## config.mk

```make
export PLATFORM = sky130hd
export DESIGN_NAME = grid_cell_reservation_table_core
export DESIGN_NICKNAME = d
export VERILOG_FILES = /design/src/gcrt_pkg.sv /design/src/gcrt_ram.sv /design/src/grid_cell_reservation_table_core.sv
export SDC_FILE = /design/constraint.sdc
export NUM_CORES = 1
export LEC_CHECK = 0
export ABC_AREA = 1
export ABC_CLOCK_PERIOD_IN_PS = 39600
export BUFFER_PORTS_ARGS = -buffer_cell sky130_fd_sc_hd__buf_4
export CAP_MARGIN = 20
export CORE_AREA = 2 2 331 333
export DETAILED_ROUTE_END_ITERATION = 16
export DIE_AREA = 0 0 333 335
export PLACE_DENSITY = 0.71
export SYNTH_ARGS = -nofsm -noshare
export SYNTH_HDL_FRONTEND = slang
export SYNTH_SLANG_ARGS = --single-unit
```

## constraint.sdc

```tcl
create_clock -name clk -period 39.6 [get_ports clk]
set_input_delay 7.92 -clock clk [delete_from_list [all_inputs] [get_ports clk]]
set_output_delay 7.92 -clock clk [all_outputs]
set_load 0.02 [all_outputs]
```

## src/gcrt_pkg.sv

```systemverilog
`default_nettype none

package gcrt_pkg;

  localparam int GRID_WIDTH  = 16;
  localparam int GRID_HEIGHT = 16;
  localparam int COORD_W     = 4;
  localparam int SC_W        = COORD_W + 2;
  localparam int OWNER_W     = 4;
  localparam int CELLS       = GRID_WIDTH * GRID_HEIGHT;
  localparam int CELL_AW     = $clog2(CELLS);
  localparam int ADDR_W      = 3;

  localparam logic REG_OWN_ID = 1'b0;

  typedef logic signed [SC_W-1:0] coord_t;
  typedef logic [1:0]             side_t;
  typedef logic [OWNER_W-1:0]     owner_t;
  typedef logic [CELL_AW-1:0]     cell_addr_t;

  typedef enum logic [2:0] {
    CMD_RESERVE_AHEAD  = 3'd0,
    CMD_RESERVE_HERE   = 3'd1,
    CMD_RELEASE_BEHIND = 3'd2,
    CMD_RELEASE_WALLED = 3'd3,
    CMD_SET_OWNER      = 3'd4,
    CMD_CLEAR_CELL     = 3'd5,
    CMD_READ_OWNER     = 3'd6
  } cmd_t;

  typedef enum logic [1:0] {
    KIND_RESERVE = 2'd0,
    KIND_RELEASE = 2'd1,
    KIND_DONE    = 2'd2
  } kind_t;

  typedef enum logic [2:0] {
    ST_CLEAR,
    ST_IDLE,
    ST_READ,
    ST_EVAL,
    ST_EMIT,
    ST_CELL,
    ST_CELL_RD,
    ST_DONE
  } state_t;

  localparam side_t SIDE_NORTH = 2'd0;
  localparam side_t SIDE_EAST  = 2'd1;
  localparam side_t SIDE_SOUTH = 2'd2;
  localparam side_t SIDE_WEST  = 2'd3;

  function automatic coord_t side_dx(input side_t s);
    coord_t d;
    d = '0;
    if (s == SIDE_EAST) d = coord_t'(1);
    if (s == SIDE_WEST) d = coord_t'(-1);
    return d;
  endfunction

  function automatic coord_t side_dy(input side_t s);
    coord_t d;
    d = '0;
    if (s == SIDE_SOUTH) d = coord_t'(1);
    if (s == SIDE_NORTH) d = coord_t'(-1);
    return d;
  endfunction

  function automatic logic cell_ok(input coord_t x, input coord_t y);
    return (x >= 0) && (y >= 0) && (x < GRID_WIDTH) && (y < GRID_HEIGHT);
  endfunction

  function automatic cell_addr_t cell_addr(input coord_t x, input coord_t y);
    int a;
    a = int'(y) * GRID_WIDTH + int'(x);
    return cell_addr_t'(a);
  endfunction

endpackage

`default_nettype wire

```

## src/gcrt_ram.sv

```systemverilog
`default_nettype none

module gcrt_ram #(
  parameter int WIDTH = 4,
  parameter int DEPTH = 256
) (
  input  wire logic                     clk,
  input  wire logic                     we,
  input  wire logic [$clog2(DEPTH)-1:0] waddr,
  input  wire logic [WIDTH-1:0]         wdata,
  input  wire logic                     re,
  input  wire logic [$clog2(DEPTH)-1:0] raddr,
  output logic      [WIDTH-1:0]         rdata
);

  logic [WIDTH-1:0] mem [DEPTH];

  always_ff @(posedge clk) begin
    if (we) begin
      mem[waddr] <= wdata;
    end
    if (re) begin
      rdata <= mem[raddr];
    end
  end

endmodule

`default_nettype wire

```

## src/grid_cell_reservation_table_core.sv

```systemverilog
// Grid cell reservation table: a 16 by 16 table of 4-bit cell owners (0 = free) held in
// one single-port-write, registered-read RAM. After reset the block sweeps the RAM to zero,
// one cell a cycle, with s_tready low; APB writes are taken meanwhile. Each command is then
// handled alone: for a neighbour command the sequencer visits the four neighbours in the
// order north, east, south, west, passing over a side that does not apply; on one that does
// it reads the cell (ST_READ), then checks it and on a hit writes it (ST_EVAL), then for an
// announced hit loads the announcement (ST_EMIT), which waits for a free output slot. A
// single-cell command writes or reads the cell in ST_CELL, a read then passing ST_CELL_RD.
// Results leave through one output register, so the next command is taken while the
// completion still waits for m_tready.
`default_nettype none

module grid_cell_reservation_table_core (
  input  wire logic        clk,
  input  wire logic        rst,
  input  wire logic        s_tvalid,
  output logic             s_tready,
  // pos_x[3:0], pos_y[7:4], move_dir[11:8], open_sides[15:12], wall_sides[19:16],
  // new_owner[23:20]
  input  wire logic [23:0] s_tdata,
  // command[2:0]
  input  wire logic [2:0]  s_tuser,
  output logic             m_tvalid,
  input  wire logic        m_tready,
  // cell_x[3:0], cell_y[7:4], owner_read[11:8], fail_mask[15:12]
  output logic      [15:0] m_tdata,
  // kind[1:0]
  output logic      [1:0]  m_tuser,
  output logic             m_tlast,
  input  wire logic        psel,
  input  wire logic        penable,
  input  wire logic        pwrite,
  input  wire logic [gcrt_pkg::ADDR_W-1:0] paddr,
  input  wire logic [31:0] pwdata,
  output logic      [31:0] prdata,
  output logic             pready
);

  gcrt_pkg::state_t     state, state_next;
  gcrt_pkg::owner_t     own_id;
  gcrt_pkg::cell_addr_t clr_addr;

  gcrt_pkg::cmd_t   cmd;
  gcrt_pkg::coord_t px, py, cx, cy;
  gcrt_pkg::side_t  mv, side;
  logic             here_ok, active;
  logic [3:0]       open_sides, wall_sides, fail;
  gcrt_pkg::owner_t new_owner, rd;

  logic                 ram_we, ram_re;
  gcrt_pkg::cell_addr_t ram_waddr, ram_raddr;
  gcrt_pkg::owner_t     ram_wdata, ram_rdata;

  logic load_ann, load_done, side_adv, hit_take, rd_take, accept, slot_free;

  logic             out_valid, out_last;
  gcrt_pkg::kind_t  out_kind;
  logic [3:0]       out_x, out_y, out_fail;
  gcrt_pkg::owner_t out_owner;

  gcrt_pkg::cmd_t   in_cmd;
  gcrt_pkg::coord_t in_px, in_py, in_cx, in_cy;
  gcrt_pkg::side_t  in_mv;
  logic             in_mv_ok, in_here_ok, in_active;

  gcrt_pkg::coord_t     nb_x, nb_y;
  gcrt_pkg::cell_addr_t nb_addr, here_addr;
  logic                 side_ok, hit;
  gcrt_pkg::owner_t     wr_val;

  // configuration
  assign pready = 1'b1;
  assign prdata = (paddr[2] == gcrt_pkg::REG_OWN_ID) ? 32'(own_id) : '0;

  always_ff @(posedge clk) begin
    if (rst) begin
      own_id <= gcrt_pkg::owner_t'(1);
    end else if (psel && penable && pwrite && pready && paddr[2] == gcrt_pkg::REG_OWN_ID) begin
      own_id <= pwdata[gcrt_pkg::OWNER_W-1:0];
    end
  end

  // input decode
  always_comb begin
    in_cmd   = gcrt_pkg::cmd_t'(s_tuser);
    in_px    = gcrt_pkg::coord_t'(s_tdata[3:0]);
    in_py    = gcrt_pkg::coord_t'(s_tdata[7:4]);
    in_mv    = gcrt_pkg::SIDE_NORTH;
    in_mv_ok = 1'b1;
    unique case (s_tdata[11:8])
      4'b0001: in_mv = gcrt_pkg::SIDE_NORTH;
      4'b0010: in_mv = gcrt_pkg::SIDE_EAST;
      4'b0100: in_mv = gcrt_pkg::SIDE_SOUTH;
      4'b1000: in_mv = gcrt_pkg::SIDE_WEST;
      default: in_mv_ok = 1'b0;
    endcase
    in_here_ok = gcrt_pkg::cell_ok(in_px, in_py);
    in_cx      = in_px;
    in_cy      = in_py;
    in_active  = in_here_ok;
    case (in_cmd)
      gcrt_pkg::CMD_RESERVE_AHEAD: begin
        in_cx     = in_px + gcrt_pkg::side_dx(in_mv);
        in_cy     = in_py + gcrt_pkg::side_dy(in_mv);
        in_active = in_here_ok && in_mv_ok && gcrt_pkg::cell_ok(in_cx, in_cy);
      end
      gcrt_pkg::CMD_RELEASE_BEHIND: begin
        in_cx     = in_px + gcrt_pkg::side_dx(in_mv ^ 2'd2);
        in_cy     = in_py + gcrt_pkg::side_dy(in_mv ^ 2'd2);
        in_active = in_here_ok && in_mv_ok && gcrt_pkg::cell_ok(in_cx, in_cy);
      end
      default: ;
    endcase
  end

  // neighbor under visit
  always_comb begin
    nb_x      = cx + gcrt_pkg::side_dx(side);
    nb_y      = cy + gcrt_pkg::side_dy(side);
    nb_addr   = gcrt_pkg::cell_addr(nb_x, nb_y);
    here_addr = gcrt_pkg::cell_addr(px, py);
    side_ok   = 1'b0;
    hit       = 1'b0;
    wr_val    = '0;
    case (cmd)
      gcrt_pkg::CMD_RESERVE_AHEAD: begin
        side_ok = side != (mv ^ 2'd2);
        hit     = ram_rdata == '0;
        wr_val  = own_id;
      end
      gcrt_pkg::CMD_RESERVE_HERE: begin
        side_ok = open_sides[side];
        hit     = ram_rdata == '0;
        wr_val  = own_id;
      end
      gcrt_pkg::CMD_RELEASE_BEHIND: begin
        side_ok = side != mv;
        hit     = ram_rdata == own_id;
      end
      gcrt_pkg::CMD_RELEASE_WALLED: begin
        side_ok = wall_sides[side];
        hit     = ram_rdata != '0;
      end
      default: ;
    endcase
    side_ok = side_ok && active && gcrt_pkg::cell_ok(nb_x, nb_y);
  end

  assign slot_free = !out_valid || m_tready;
  assign accept    = s_tvalid && s_tready;

  always_ff @(posedge clk) begin
    if (rst) begin
      state <= gcrt_pkg::ST_CLEAR;
    end else begin
      state <= state_next;
    end
  end

  always_comb begin
    state_next = state;
    s_tready   = 1'b0;
    ram_we     = 1'b0;
    ram_waddr  = nb_addr;
    ram_wdata  = '0;
    ram_re     = 1'b0;
    ram_raddr  = nb_addr;
    load_ann   = 1'b0;
    load_done  = 1'b0;
    side_adv   = 1'b0;
    hit_take   = 1'b0;
    rd_take    = 1'b0;
    unique case (state)
      gcrt_pkg::ST_CLEAR: begin
        ram_we    = 1'b1;
        ram_waddr = clr_addr;
        if (clr_addr == gcrt_pkg::cell_addr_t'(gcrt_pkg::CELLS - 1)) begin
          state_next = gcrt_pkg::ST_IDLE;
        end
      end
      gcrt_pkg::ST_IDLE: begin
        s_tready = 1'b1;
        if (s_tvalid) begin
          case (in_cmd) inside
            gcrt_pkg::CMD_RESERVE_AHEAD, gcrt_pkg::CMD_RESERVE_HERE,
            gcrt_pkg::CMD_RELEASE_BEHIND, gcrt_pkg::CMD_RELEASE_WALLED:
              state_next = gcrt_pkg::ST_READ;
            default: state_next = gcrt_pkg::ST_CELL;
          endcase
        end
      end
      gcrt_pkg::ST_READ: begin
        if (side_ok) begin
          ram_re     = 1'b1;
          state_next = gcrt_pkg::ST_EVAL;
        end else begin
          side_adv   = 1'b1;
          state_next = (side == gcrt_pkg::SIDE_WEST) ? gcrt_pkg::ST_DONE : gcrt_pkg::ST_READ;
        end
      end
      gcrt_pkg::ST_EVAL: begin
        if (hit) begin
          ram_we    = 1'b1;
          ram_wdata = wr_val;
          hit_take  = 1'b1;
        end
        if (hit && cmd != gcrt_pkg::CMD_RESERVE_HERE) begin
          state_next = gcrt_pkg::ST_EMIT;
        end else begin
          side_adv   = 1'b1;
          state_next = (side == gcrt_pkg::SIDE_WEST) ? gcrt_pkg::ST_DONE : gcrt_pkg::ST_READ;
        end
      end
      gcrt_pkg::ST_EMIT: begin
        if (slot_free) begin
          load_ann   = 1'b1;
          side_adv   = 1'b1;
          state_next = (side == gcrt_pkg::SIDE_WEST) ? gcrt_pkg::ST_DONE : gcrt_pkg::ST_READ;
        end
      end
      gcrt_pkg::ST_CELL: begin
        ram_waddr  = here_addr;
        ram_raddr  = here_addr;
        state_next = gcrt_pkg::ST_DONE;
        case (cmd)
          gcrt_pkg::CMD_SET_OWNER: begin
            ram_we    = here_ok;
            ram_wdata = new_owner;
          end
          gcrt_pkg::CMD_CLEAR_CELL: begin
            ram_we = here_ok;
          end
          gcrt_pkg::CMD_READ_OWNER: begin
            ram_re     = 1'b1;
            state_next = gcrt_pkg::ST_CELL_RD;
          end
          default: ;
        endcase
      end
      gcrt_pkg::ST_CELL_RD: begin
        rd_take    = 1'b1;
        state_next = gcrt_pkg::ST_DONE;
      end
      gcrt_pkg::ST_DONE: begin
        if (slot_free) begin
          load_done  = 1'b1;
          state_next = gcrt_pkg::ST_IDLE;
        end
      end
      default: state_next = gcrt_pkg::ST_IDLE;
    endcase
  end

  always_ff @(posedge clk) begin
    if (rst) begin
      clr_addr <= '0;
    end else if (state == gcrt_pkg::ST_CLEAR) begin
      clr_addr <= clr_addr + 1'b1;
    end
  end

  // command context
  always_ff @(posedge clk) begin
    if (accept) begin
      cmd        <= in_cmd;
      px         <= in_px;
      py         <= in_py;
      cx         <= in_cx;
      cy         <= in_cy;
      mv         <= in_mv;
      here_ok    <= in_here_ok;
      active     <= in_active;
      open_sides <= s_tdata[15:12];
      wall_sides <= s_tdata[19:16];
      new_owner  <= s_tdata[23:20];
      side       <= gcrt_pkg::SIDE_NORTH;
      fail       <= 4'hF;
      rd         <= '0;
    end else begin
      if (side_adv) begin
        side <= side + 2'd1;
      end
      if (hit_take && cmd == gcrt_pkg::CMD_RESERVE_AHEAD) begin
        fail[side] <= 1'b0;
      end
      if (rd_take) begin
        rd <= here_ok ? ram_rdata : '0;
      end
    end
  end

  gcrt_ram #(
    .WIDTH(gcrt_pkg::OWNER_W),
    .DEPTH(gcrt_pkg::CELLS)
  ) u_table (
    .clk  (clk),
    .we   (ram_we),
    .waddr(ram_waddr),
    .wdata(ram_wdata),
    .re   (ram_re),
    .raddr(ram_raddr),
    .rdata(ram_rdata)
  );

  // output register
  always_ff @(posedge clk) begin
    if (rst) begin
      out_valid <= 1'b0;
    end else if (load_ann || load_done) begin
      out_valid <= 1'b1;
    end else if (m_tready) begin
      out_valid <= 1'b0;
    end
  end

  always_ff @(posedge clk) begin
    if (load_ann) begin
      out_kind  <= (cmd == gcrt_pkg::CMD_RESERVE_AHEAD) ? gcrt_pkg::KIND_RESERVE
                                                         : gcrt_pkg::KIND_RELEASE;
      out_x     <= nb_x[3:0];
      out_y     <= nb_y[3:0];
      out_owner <= '0;
      out_fail  <= '0;
      out_last  <= 1'b0;
    end else if (load_done) begin
      out_kind  <= gcrt_pkg::KIND_DONE;
      out_x     <= '0;
      out_y     <= '0;
      out_owner <= rd;
      out_fail  <= (cmd == gcrt_pkg::CMD_RESERVE_AHEAD) ? fail : 4'h0;
      out_last  <= 1'b1;
    end
  end

  assign m_tvalid = out_valid;
  assign m_tdata  = {out_fail, out_owner, out_y, out_x};
  assign m_tuser  = out_kind;
  assign m_tlast  = out_last;

endmodule

`default_nettype wire

```

==> impl_results.md <==
- Hpwl dp: 66300 um
- Post-synth EDFFs: 1076
- Clk sinks: roughly 1.1k
- Setup repair bufs after CTS: 0
- Hold Path Class: flip-flop to flip-flop
- Setup violations, final: 0
- Core area: 0.108 mm2
- Largest area contributor in the netlist: edfxtp_1
- Reg2reg path depth: 20
- Clock Skews: 0.0246 ns
- Psw: ~0.45 mW
- Main area contributors after synthesis: edfxtp_1 (67%), nand3_1 (11%), nand2_1 (11%), nor2_1 (2.4%), dfxtp_1 (1.4%)
- CP Data Arrival Time: 8.30 ns
- Synth warn: 0
- R2R Setup Slk: 33.17 ns
- Most used cell, CP: buf_4
- Clk buf depth: 3
- Post-synthesis cell count: 4491
- Residual DRC count: 0
- DRT iter0 DRCs: roughly 4k
- Mapped cell area: roughly 0.048 mm2
- Post_cts resized: 0
- Crit-path max FO: 5
- Min-delay src: out_fail[3]$_SDFFE_PP0P_
- Routed WL: 121000 um
- Area grow syn2layout: 10.4%
- Seq/Total Area, Yosys: 0.683
- FP Rows: 121
- First-pass GRT wire length: 182000 um
- Syn_area_per_cell: 10.8 um2
- TritonCTS buffer count: 110
- Worst VDD drop: 33.0 uV
- Vias in the first global route: 32.0k
- Layout cells sized above 1: 0.0827
- Crit Path Class: input port to output port
- CTS tree: done
- Crit path required time: 31.68 ns
- Reg area: 0.0330 mm2
- Hold_buf cts: 0
- Antenna Nets Post-Route: 0
- Slowest stage delay, CP: 0.15 ns
- Primary FF master, synth: edfxtp_1
- Largest net degree at the start of global routing: 208
- RePlAce Congestion: 0.857
- Clock slew at reported path FFs: 0.06 ns
- Cell Int Power: ~1.9 mW
- Worst R2R Start: side[1]$_SDFFE_PP0P_
- Fillers: 9432
- Gr usage total: 0.211
- Max-cap violations: 0
- CP max-delay cell: buf_4
- Fin Setup TNS: 0 ns
- Final Max Slew Viols: 0
- Sequential fraction of design power: 0.550
- First-pass DRT Iterations: 6
- CTS root buffer: clkbuf_16
- DR WL/cell: 20.3 um
- Leakage power total: 19.1 nW
- Share of the synthesized area in the top cell type: 0.669
- WHS Endpoint: out_fail[3]$_SDFFE_PP0P_
- F_max: 61.7 MHz
- Port Buffer Count: 63
- Via count: 33.3k
- Final critical-path share of the clock period: 0.410
- Effective utilization at floorplan: 0.447
- Rel. slew slack: 0.254
- Layout Nets: 4535
- Antenna Cells: 0
- Outcome: finished, final reports clean
- Worst reg2reg path endpoint: u_table.rdata[0]$_DFFE_PP_
- Sw Ratio: 0.193
- Critical Path, Cell by Cell: buf_4, nor2_1, buf_4
- IO Count: 123
- Pwr dens: 43.4 mW/mm2
- Synth Register Bits: 1111
- Combinational share of power: 0.011
- Async SR Flop Fraction: 0
- Die area: 0.112 mm2
- Min-Delay Path Depth: 2
- Final hold violations: 0
- Final min period: 16.22 ns
- Worst slew pin tran: about 1.1 ns
- GRT overflow: 0
- Via density: 5.60
- Area taken by multi-input logic gates: 0.0137 mm2
- Clock Power Share: 0.439
- Chip Height: 335 um
- RSZ-0062 raised after global routing: no
- Antenna violations before repair: 0
- Unique masters post-synth: 54
- CP startpoint kind: input port
- Finished Core Util: 0.494
- H-tree Lvls: 3
- Die Width: 333 um
- Clk_lat worst skew: 0.69 ns
- Worst setup EP type: output port
-- cell usage after synthesis (9+ instances only) --
cell type / number
a21oi_1: 36
buf_1: 34
buf_2: 101
buf_4: 32
buf_6: 9
clkbuf_1: 121
dfxtp_1: 35
edfxtp_1: 1076
ha_1: 20
inv_1: 107
nand2_1: 1364
nand2_4: 9
nand3_1: 1023
nand3_4: 9
nor2_1: 303
nor2_2: 48
nor3_1: 17
o21ai_0: 47
xor2_1: 12
-- per-layer routing --
layer,vias up,track usage,share of wire
met5,-,0,0
met4,0,0.0758,0.033
met3,246,0.0313,0.086
met2,1505,0.355,0.48
met1,16100,0.279,0.40
li1,15500,-,-
-- worst max-delay path, delay by kind of cell --
kind,cells,cell delay [ns]
AND/OR/NAND/NOR,1,0.10
buffers and inverters,2,0.28
-- power groups by stage --
| stage | logic, mW | clock network (mW) | registers, mW |
|---|---|---|---|
| final | 0.0264 | 1.02 | 1.27 |
| after global routing | 0.0281 | 1.08 | 1.27 |
| after CTS | 0.0260 | 1.03 | 1.27 |
| after detailed placement | 0.0259 | 0 | 1.30 |
| after global placement | 0.0256 | 0 | 1.30 |
| after floorplan | 0.0156 | 0 | 1.30 |
-- per-stage QoR --
stage | hold slack (ns) | setup slack [ns] | power (mW) | instance area, um2 | std cells
2_1_floorplan | 0.437 | 23.47 | 1.31 | 48400 | 4518
3_3_place_gp | 0.447 | 23.38 | 1.32 | 49800 | 5744
3_5_place_dp | 0.460 | 23.38 | 1.32 | 49800 | 5744
4_1_cts | 0.470 | 23.38 | 2.32 | 53300 | 5944
5_1_grt | 0.493 | 23.31 | 2.37 | 53400 | 5947
6_report | 0.469 | 23.38 | 2.31 | 53400 | 5947
-- worst max-delay path by stage --
stage / from / end / slack [ns]
floorplan: paddr[2] / prdata[0] / 23.47
global placement: paddr[2] / prdata[0] / 23.38
detailed placement: paddr[2] / prdata[3] / 23.38
CTS: paddr[2] / prdata[3] / 23.38
global route: paddr[2] / prdata[3] / 23.31
finish: paddr[2] / prdata[3] / 23.38
-- cell usage in the layout (no fill, tap or decap), drive strengths merged, types with 20 or more instances in the layout --
cell / instances
dfxtp: 35
nand2: 1376
conb: 29
clkinv: 45
inv: 116
buf: 112
o21ai: 56
ha: 20
clkbuf: 140
a21oi: 37
nor2: 357
nand3: 1035
edfxtp: 1076
-- flip-flops by register name, summed over array words and instances (netlist names), 2 cells and up --
name	cells
u_table.mem	1024
clr_addr	8
cx	6
cy	6
fail	4
new_owner	4
open_sides	4
out_fail	4
out_owner	4
out_x	4
out_y	4
own_id	4
px	4
py	4
rd	4
u_table.rdata	4
wall_sides	4
cmd	3
state	3
m_tuser	2
mv	2
side	2
-- area by class of cell --
type / count / area share
inverters: 116 / 0.00821
multi-input cells: 2994 / 0.256
flip-flops and latches: 1111 / 0.619
well taps: 1414 / 0.0331
clock buffers: 140 / 0.0553
clock inverters: 60 / 0.0105
repair buffers: 112 / 0.0181
-- logic make-up (layout without fill, tap and decap cells) --
group                      after synthesis  count (layout)  share of synthesized area
AOI/OAI and AO/OA                      118             118                     0.0139
xor gates and xnor gates                20              20                    0.00401
buffers and inverters                  413             428                     0.0386
adders and majority gates               21              21                    0.00559
muxes                                    1               1                   0.000207
DFF                                   1111            1111                      0.683
and+or+nand+nor                       2805            2805                      0.255
other                                    2              29                   0.000155
No activity file was read; power rests on OpenSTA's default activity.
